### config.mk
export PLATFORM = sky130hd
export DESIGN_NAME = sphere_strip_index_generator_top
export DESIGN_NICKNAME = d
export VERILOG_FILES = /design/src/sv/ssig_pkg.sv /design/src/sv/sphere_strip_index_generator_top.sv /design/src/sv/ssig_index_calc.sv
export VERILOG_INCLUDE_DIRS = /design/src /design/src/sv
export SDC_FILE = /design/constraint.sdc
export NUM_CORES = 1
export LEC_CHECK = 0
export BUFFER_PORTS_ARGS = -buffer_cell sky130_fd_sc_hd__buf_2
export CORE_MARGIN = 10
export CORE_UTILIZATION = 60
export DETAILED_ROUTE_END_ITERATION = 10
export PLACE_DENSITY = 0.78
export SLEW_MARGIN = 30
export SYNTH_ARGS = -nofsm -noshare
export SYNTH_HDL_FRONTEND = slang
export SYNTH_SLANG_ARGS = --single-unit
### constraint.sdc
create_clock -name i_clk -period 24.6 [get_ports i_clk]
set_clock_uncertainty 0.15 [all_clocks]
set_input_delay 2.46 -clock i_clk [delete_from_list [all_inputs] [get_ports i_clk]]
set_output_delay 2.46 -clock i_clk [all_outputs]
set_load 0.02 [all_outputs]
### src/sv/assert_macros.svh
// Assertion helpers used by the top-level RTL file.
`ifndef ASSERT_MACROS_SVH
`define ASSERT_MACROS_SVH

// Same-cycle implication, checked outside reset.
`define ASSERT_IMPLIES(label, clk, rst_n, lhs, rhs) \
    label: assert property (@(posedge clk) disable iff (!(rst_n)) (lhs) |-> (rhs)) \
        else $error("implication check failed");

// Next-cycle implication, checked outside reset.
`define ASSERT_NEXT(label, clk, rst_n, lhs, rhs) \
    label: assert property (@(posedge clk) disable iff (!(rst_n)) (lhs) |=> (rhs)) \
        else $error("next-cycle check failed");

`endif

### src/sv/ssig_pkg.sv
package ssig_pkg;

    // Size limits of the sphere.
    localparam int MAX_SLICES = 256;
    localparam int MAX_RINGS  = 256;
    localparam int MIN_RINGS  = 4;

    // Field and state widths.
    localparam int SLICE_W   = 9;
    localparam int RING_W    = 9;
    localparam int ROW_W     = 8;
    localparam int SLOT_W    = 10;
    localparam int IDX_W     = 17;
    localparam int CFG_IDX_W = 2;
    localparam int CFG_DAT_W = 9;

    // Configuration register indexes.
    localparam logic [CFG_IDX_W-1:0] CFG_SLICE_COUNT   = 2'd0;
    localparam logic [CFG_IDX_W-1:0] CFG_RING_COUNT    = 2'd1;
    localparam logic [CFG_IDX_W-1:0] CFG_TEXTURED_MODE = 2'd2;

    // Reset values of the configuration.
    localparam logic [SLICE_W-1:0] RST_SLICES   = 9'd16;
    localparam logic [RING_W-1:0]  RST_RINGS    = 9'd16;
    localparam logic               RST_TEXTURED = 1'b1;

    // Position within the strip: ring pair and slot inside its run.
    typedef struct packed {
        logic [ROW_W-1:0]  ring_row;
        logic [SLOT_W-1:0] slot;
    } t_pos;

    // Effective (clamped) configuration.
    typedef struct packed {
        logic [SLICE_W-1:0] slices;
        logic [RING_W-1:0]  rings;
        logic               textured;
    } t_cfg;

endpackage

### src/sv/sphere_strip_index_generator_top.sv
// An accepted request's index goes to the output register, or to the skid entry while it is held.
// Throughput: one request per cycle while the input is not stalled; the strip position
// registers advance on every request. The skid entry takes one more request after the output
// stalls; the input then stalls until the output moves. Configuration writes are always ready.
// Reset (synchronous, active low): 16 slices, 16 rings, textured mode, position at strip start,
// output empty.
`include "assert_macros.svh"

module sphere_strip_index_generator_top (
    input  logic                              i_clk,
    input  logic                              i_rst_n,
    // Configuration write channel
    input  logic                              i_cfg_valid,
    output logic                              o_cfg_ready,
    input  logic [ssig_pkg::CFG_IDX_W-1:0]    i_cfg_index,
    input  logic [ssig_pkg::CFG_DAT_W-1:0]    i_cfg_data,
    // Request channel
    input  logic                              i_in_valid,
    output logic                              o_in_stall,
    input  logic                              i_restart,
    // Result channel
    output logic                              o_out_valid,
    input  logic                              i_out_stall,
    output logic [ssig_pkg::IDX_W-1:0]        o_vertex_index,
    output logic                              o_strip_last
);

    ssig_pkg::t_cfg                r_cfg;
    ssig_pkg::t_pos                r_pos;
    ssig_pkg::t_pos                n_pos;
    logic [ssig_pkg::IDX_W-1:0]    r_prev_index;
    logic [ssig_pkg::IDX_W-1:0]    n_index;
    logic                          n_last;
    logic                          r_out_valid, r_out_last;
    logic [ssig_pkg::IDX_W-1:0]    r_out_index;
    logic                          r_skid_valid, r_skid_last;
    logic [ssig_pkg::IDX_W-1:0]    r_skid_index;
    logic                          in_accept, out_pop;
    logic [ssig_pkg::SLICE_W-1:0]  cfg_slices;
    logic [ssig_pkg::RING_W-1:0]   cfg_rings;

    assign o_cfg_ready = 1'b1;
    assign in_accept   = i_in_valid && !r_skid_valid;
    assign out_pop     = r_out_valid && !i_out_stall;

    // Clamp written sizes into the supported range.
    always_comb begin
        priority if (i_cfg_data == '0) begin
            cfg_slices = ssig_pkg::SLICE_W'(1);
        end else if (i_cfg_data > ssig_pkg::CFG_DAT_W'(ssig_pkg::MAX_SLICES)) begin
            cfg_slices = ssig_pkg::SLICE_W'(ssig_pkg::MAX_SLICES);
        end else begin
            cfg_slices = ssig_pkg::SLICE_W'(i_cfg_data);
        end
        priority if (i_cfg_data < ssig_pkg::CFG_DAT_W'(ssig_pkg::MIN_RINGS)) begin
            cfg_rings = ssig_pkg::RING_W'(ssig_pkg::MIN_RINGS);
        end else if (i_cfg_data > ssig_pkg::CFG_DAT_W'(ssig_pkg::MAX_RINGS)) begin
            cfg_rings = ssig_pkg::RING_W'(ssig_pkg::MAX_RINGS);
        end else begin
            cfg_rings = ssig_pkg::RING_W'(i_cfg_data);
        end
    end

    // Configuration registers.
    always_ff @(posedge i_clk) begin
        if (!i_rst_n) begin
            r_cfg.slices   <= ssig_pkg::RST_SLICES;
            r_cfg.rings    <= ssig_pkg::RST_RINGS;
            r_cfg.textured <= ssig_pkg::RST_TEXTURED;
        end else if (i_cfg_valid && o_cfg_ready) begin
            unique case (i_cfg_index)
                ssig_pkg::CFG_SLICE_COUNT:   r_cfg.slices   <= cfg_slices;
                ssig_pkg::CFG_RING_COUNT:    r_cfg.rings    <= cfg_rings;
                ssig_pkg::CFG_TEXTURED_MODE: r_cfg.textured <= i_cfg_data[0];
                default: ;
            endcase
        end
    end

    // Index computation for the current position.
    ssig_index_calc u_calc (
        .i_cfg          (r_cfg),
        .i_pos          (r_pos),
        .i_prev_index   (r_prev_index),
        .i_restart      (i_restart),
        .o_vertex_index (n_index),
        .o_strip_last   (n_last),
        .o_next_pos     (n_pos)
    );

    // Strip position and last emitted index.
    always_ff @(posedge i_clk) begin
        if (!i_rst_n) begin
            r_pos        <= '0;
            r_prev_index <= '0;
        end else if (in_accept) begin
            r_pos        <= n_pos;
            r_prev_index <= n_index;
        end
    end

    // Output register with one skid entry behind it.
    always_ff @(posedge i_clk) begin
        if (!i_rst_n) begin
            r_out_valid  <= 1'b0;
            r_skid_valid <= 1'b0;
        end else if (out_pop) begin
            r_out_valid  <= r_skid_valid || in_accept;
            r_skid_valid <= 1'b0;
        end else if (r_out_valid) begin
            r_skid_valid <= r_skid_valid || in_accept;
        end else begin
            r_out_valid  <= in_accept;
        end
    end

    always_ff @(posedge i_clk) begin
        if (out_pop && r_skid_valid) begin
            r_out_index <= r_skid_index;
            r_out_last  <= r_skid_last;
        end else if (in_accept && (out_pop || !r_out_valid)) begin
            r_out_index <= n_index;
            r_out_last  <= n_last;
        end
        if (in_accept && r_out_valid && !out_pop) begin
            r_skid_index <= n_index;
            r_skid_last  <= n_last;
        end
    end

    assign o_in_stall     = r_skid_valid;
    assign o_out_valid    = r_out_valid;
    assign o_vertex_index = r_out_index;
    assign o_strip_last   = r_out_last;

    // The skid entry is only ever filled behind a full output register.
    `ASSERT_IMPLIES(a_skid_behind_out, i_clk, i_rst_n, r_skid_valid, r_out_valid)
    // The strip wraps to its start right after the final index.
    `ASSERT_NEXT(a_last_wraps, i_clk, i_rst_n, in_accept && n_last, r_pos == '0)
    // A restarted strip moves on to the second slot of the first ring pair.
    `ASSERT_IMPLIES(a_restart_first, i_clk, i_rst_n, in_accept && i_restart, n_pos.ring_row == '0 && n_pos.slot == ssig_pkg::SLOT_W'(1))

endmodule

### src/sv/ssig_index_calc.sv
module ssig_index_calc (
    input  ssig_pkg::t_cfg                 i_cfg,
    input  ssig_pkg::t_pos                 i_pos,
    input  logic [ssig_pkg::IDX_W-1:0]     i_prev_index,
    input  logic                           i_restart,
    output logic [ssig_pkg::IDX_W-1:0]     o_vertex_index,
    output logic                           o_strip_last,
    output ssig_pkg::t_pos                 o_next_pos
);

    // Which vertex of a column or gap is produced.
    localparam logic [1:0] SEL_LOWER = 2'd0;
    localparam logic [1:0] SEL_UPPER = 2'd1;
    localparam logic [1:0] SEL_DEGEN = 2'd2;

    localparam int PROD_W = ssig_pkg::RING_W + ssig_pkg::SLICE_W;

    logic [ssig_pkg::ROW_W-1:0]   j0, j;
    logic [ssig_pkg::SLOT_W-1:0]  k0, k, k1;
    logic [ssig_pkg::SLOT_W-1:0]  pairs_len, row_len0, row_len;
    logic [ssig_pkg::RING_W-1:0]  jx0, jx, l;
    logic [ssig_pkg::SLICE_W-1:0] s, col, n, factor;
    logic                         last_row0, last_row, wrap;
    logic                         is_pair, is_repeat;
    logic [1:0]                   sel;
    logic [ssig_pkg::RING_W-1:0]  row;
    logic [PROD_W-1:0]            prod;
    logic [ssig_pkg::IDX_W-1:0]   addend, sum;

    assign s = i_cfg.slices;
    assign l = i_cfg.rings;
    assign pairs_len = {s, 1'b0} + ssig_pkg::SLOT_W'(2);

    // Restart, then fall back to the strip start if the held position lies outside it.
    assign j0        = i_restart ? '0 : i_pos.ring_row;
    assign k0        = i_restart ? '0 : i_pos.slot;
    assign jx0       = ssig_pkg::RING_W'(j0);
    assign last_row0 = (jx0 + ssig_pkg::RING_W'(2)) == l;
    assign row_len0  = pairs_len + (last_row0 ? ssig_pkg::SLOT_W'(0) : ssig_pkg::SLOT_W'(2));
    assign wrap      = ((jx0 + ssig_pkg::RING_W'(1)) >= l) || (k0 >= row_len0);
    assign j         = wrap ? '0 : j0;
    assign k         = wrap ? '0 : k0;
    assign jx        = ssig_pkg::RING_W'(j);
    assign last_row  = (jx + ssig_pkg::RING_W'(2)) == l;
    assign row_len   = pairs_len + (last_row ? ssig_pkg::SLOT_W'(0) : ssig_pkg::SLOT_W'(2));

    // Slot decode: column pairs, then the repeat, then the next pair's first vertex.
    assign col       = k[ssig_pkg::SLOT_W-1:1];
    assign is_pair   = k < pairs_len;
    assign is_repeat = k == pairs_len;
    assign sel       = is_pair ? (k[0] ? SEL_LOWER : SEL_UPPER) : SEL_DEGEN;
    assign n         = (col == s) ? '0 : col;

    // One shared multiply gives the ring base for the lower, upper and degenerate vertices.
    assign row    = jx + ssig_pkg::RING_W'(sel)
                  - (i_cfg.textured ? ssig_pkg::RING_W'(0) : ssig_pkg::RING_W'(1));
    assign factor = i_cfg.textured ? (s + ssig_pkg::SLICE_W'(1)) : s;
    assign prod   = PROD_W'(row) * PROD_W'(factor);

    always_comb begin
        if (i_cfg.textured) begin
            addend = (sel == SEL_DEGEN) ? '0 : ssig_pkg::IDX_W'(col);
        end else begin
            addend = ssig_pkg::IDX_W'(2)
                   + ((sel == SEL_DEGEN) ? ssig_pkg::IDX_W'(0) : ssig_pkg::IDX_W'(n));
        end
    end

    assign sum = prod[ssig_pkg::IDX_W-1:0] + addend;

    // Final index selection: the repeated index, the shared pole vertices of the untextured mesh, or the sum.
    always_comb begin
        priority if (is_repeat) begin
            o_vertex_index = i_prev_index;
        end else if (!i_cfg.textured && sel == SEL_UPPER && last_row) begin
            o_vertex_index = ssig_pkg::IDX_W'(1);
        end else if (!i_cfg.textured && sel == SEL_LOWER && j == '0) begin
            o_vertex_index = '0;
        end else if (!i_cfg.textured && sel == SEL_DEGEN
                     && (jx + ssig_pkg::RING_W'(3)) == l) begin
            o_vertex_index = ssig_pkg::IDX_W'(1);
        end else begin
            o_vertex_index = sum;
        end
    end

    // Position advance.
    assign k1           = k + ssig_pkg::SLOT_W'(1);
    assign o_strip_last = last_row && (k1 == pairs_len);

    always_comb begin
        priority if (o_strip_last) begin
            o_next_pos.ring_row = '0;
            o_next_pos.slot     = '0;
        end else if (k1 >= row_len) begin
            o_next_pos.ring_row = j + ssig_pkg::ROW_W'(1);
            o_next_pos.slot     = '0;
        end else begin
            o_next_pos.ring_row = j;
            o_next_pos.slot     = k1;
        end
    end

endmodule

==> results.sh <==
export IMPL_grt_use_total=0.2256
export IMPL_synth_commonest_cells="nand2_1 (125), ha_1 (118), inv_1 (117), nor2_1 (117), xnor2_1 (69)"
export IMPL_r2r_start="r_pos[12]"
export IMPL_vias=9174
export IMPL_sw_frac_of_total=0.3135
export IMPL_routed_wirelength_um=27160
export IMPL_crit_path_end_kind="flop"
export IMPL_area_growth_synth_to_final_pct=5.049
export IMPL_synth_seq_area_share=0.2067
export IMPL_synth_area_per_cell_um2=8.364
export IMPL_place_inst=1478
export IMPL_synth_edf_count=36
export IMPL_drt_iter0_markers=896
export IMPL_async_flop_share=0
export IMPL_antenna_cells=0
export IMPL_powerDensity_nw_per_um2=34.53
export IMPL_dieArea_um2=23490
export IMPL_p_switching_uw=121.2
export IMPL_synth_top_family_by_area="adder cells"
export IMPL_tightest_slew_ps=952.2
export IMPL_reg2reg_depth=51
export IMPL_fin_crit_sh=0.6138
export IMPL_firstDrtPassIters=6
export IMPL_clock_sinks=92
export IMPL_clkSlewWorstSetupHoldPaths_ps=80
export IMPL_ys_warnings_count=0
export IMPL_yosys_top_cells_area="ha_1 (14%), dfxtp_1 (11%), fa_1 (11%)"
export IMPL_reg2reg_to="o_vertex_index[16]"
export IMPL_die_y_um=153.3
export IMPL_worst_slack_ps=9501
export IMPL_rrSetupSlack_ps=11650
export IMPL_power_uw=386.5
export IMPL_vias_per_cell=6.141
export IMPL_place_ws_ps=9360
export IMPL_synth_most_common_cell="nand2_1"
export IMPL_leakagePower_nw=5.080
export IMPL_grt_pass1_vias=8875
export IMPL_power_frac_clock=0.371
export IMPL_regArea_um2=2202
export IMPL_initial_core_util=0.6139
export IMPL_cp_common_cell="ha_1"
export IMPL_whs_ps=329.8
export IMPL_synth_cell_types=83
export IMPL_synth_simple_area_share=0.2326
export IMPL_intPower_uw=265.3
export IMPL_start_kind="primary input"
export IMPL_synth_largest_area_cell="ha_1"
export IMPL_hold_path_class="reg2reg"
export IMPL_core_area_um2=17360
export IMPL_dp_hpwl_um=21230
export IMPL_syn_inst=1274
export IMPL_holdPathStages=1
export IMPL_cts_inserted_buffers=9
export IMPL_tns_ps=0
export IMPL_wire_per_inst_um=18.18
export IMPL_crit_type="in2reg"
export IMPL_power_frac_comb=0.186
export IMPL_globalRouteOverflowTotal=0
export IMPL_port_buffers=36
export IMPL_post_cts_setup_buffers=0
export IMPL_peakVddDrop_v=0.00004727
export IMPL_crit_required_ps=24650
export IMPL_grt_pass1_wl_um=44510
export IMPL_worst_slew_margin_rel=0.3631
export IMPL_critPathMaxStageDelay_ps=550
export IMPL_hold_buffers=0
export IMPL_synth_adder_area_share=0.2438
export IMPL_period_minus_slack_ps=15100
export IMPL_synth_compound_area_frac=0.1380
export IMPL_multi_input_area_um2=7730
export IMPL_synth_mux_area_fraction=0.01550
export IMPL_final_nets=1455
export IMPL_rsz0062_at_grt="no"
export IMPL_power_frac_seq=0.443
export IMPL_grt_start_max_net_pins=35
export IMPL_clk_insertion_delay_late_ps=360
export IMPL_cts_root_buffer="clkbuf_16"
export IMPL_cp_slowest_cell="fa_1"
export IMPL_hold_path_endpoint="r_prev_index[15]"
export IMPL_hp_start="r_prev_index[15]"
export IMPL_stdcell_count=1494
export IMPL_setup_viol=0
export IMPL_cts_tree="built"
export IMPL_fmax_mhz=66.23
export IMPL_post_route_drc_count=0
export IMPL_critPathArrivalTime_ps=15150
export IMPL_rows=48
export IMPL_gp_congestion=0.9857
export IMPL_cp_max_fo=23
export IMPL_die_w_um=153.3
export IMPL_clock_path_buffers=2
export IMPL_antenna_found_initial=0
export IMPL_layout_drive_gt1_share=0.07013
export IMPL_h_tree_depth=3
export IMPL_cts_resized_gates=0
export IMPL_nFillCells=1491
export IMPL_status="completed"
export IMPL_synth_top_area_share=0.1386
export IMPL_ys_seq_elements=92
export IMPL_final_max_slew_viol_count=0
export IMPL_netlist_area_um2=10660
export IMPL_syn_nets=1465
export IMPL_hold_violations=0
export IMPL_max_cap_violations=0
export IMPL_synth_xor_area_share=0.09465
export IMPL_synth_ff_type="dfxtp_1"
export IMPL_ant_nets=0
export IMPL_num_io_pins=38
## through the flow
| stage | util | area (µm²) |
|---|---|---|
| CTS | 0.6448 | 11190 |
| global route | 0.6449 | 11190 |
| floorplan | - | 10660 |
| detailed placement | 0.6275 | 10890 |
| global placement | 0.6272 | 10890 |
| finish | 0.6449 | 11190 |
## final cells by class
cell class | count | share of cell area
clock inverter | 7 | 0.006707
sequential | 92 | 0.1967
inverter | 121 | 0.04058
timing repair buffer | 42 | 0.02012
clock buffer | 9 | 0.02012
multi-input combinational | 998 | 0.6906
tap | 225 | 0.02515
## flip-flops by register name (all words and copies together) (netlist names)
register        count
o_in_stall          1
o_out_valid         1
o_strip_last        1
o_vertex_index     17
r_cfg              19
r_pos              18
r_prev_index       17
r_skid_index       17
r_skid_last         1
## cells in the final DEF (no fill, tap or decap), types with 22 or more instances in the layout
| cell | synthesis | routed |
|---|---|---|
| nand2_1 | 125 | 124 |
| ha_1 | 118 | 118 |
| inv_1 | 117 | 117 |
| nor2_1 | 117 | 116 |
| xnor2_1 | 69 | 69 |
| fa_1 | 56 | 56 |
| dfxtp_1 | 56 | 56 |
| a21oi_1 | 44 | 44 |
| xor2_1 | 41 | 41 |
| buf_2 | 9 | 36 |
| edfxtp_1 | 36 | 36 |
| nand2b_1 | 35 | 35 |
| nand3_1 | 33 | 33 |
| nor3_1 | 33 | 33 |
| nor2b_1 | 32 | 32 |
| o21ai_0 | 31 | 31 |
| nor3b_1 | 22 | 22 |
## worst max path at each step
stage / startpoint / to / slack, ps / depth (start not counted)
final: i_restart / o_vertex_index[16] / 9500 / 56
after global routing: i_restart / o_vertex_index[16] / 8470 / 58
after CTS: i_restart / o_vertex_index[16] / 9700 / 56
after detailed placement: i_restart / o_vertex_index[16] / 9360 / 56
after global placement: i_restart / o_vertex_index[16] / 9720 / 56
after floorplan: i_restart / o_vertex_index[16] / 10600 / 53
## cells by family after synthesis
logic type               count (synthesis)
AO/OA/AOI/OAI                          208
XOR/XNOR                               112
buffers and inverters                  184
flip-flops                              92
other                                    1
multiplexers                            16
adder cells (fa/ha/maj)                174
AND/OR/NAND/NOR                        487
## worst max-delay path: cells and delay by family
kind / cells / cell delay [ps]
buf+inv: 9 / 1290
xor+xnor: 3 / 640
compound gates: 15 / 2840
fa+ha+maj: 13 / 4830
simple gates: 16 / 3060
## power by group through the flow
stage               logic [mW]  registers, mW  clock network [mW]
finish                  0.0717          0.171               0.143
global route            0.0799          0.172               0.151
global placement        0.0690          0.174                   0
floorplan               0.0488          0.177                   0
detailed placement      0.0708          0.175                   0
CTS                     0.0715          0.171               0.144
## layer usage
layer,vias up,wire [µm],GRT usage
li1,4389,-,-
met1,4312,12000,0.2981
met2,410,12170,0.3603
met3,63,2306,0.04545
met4,0,678,0.07357
met5,-,0,0
No activity file was read; power rests on OpenSTA's default activity.
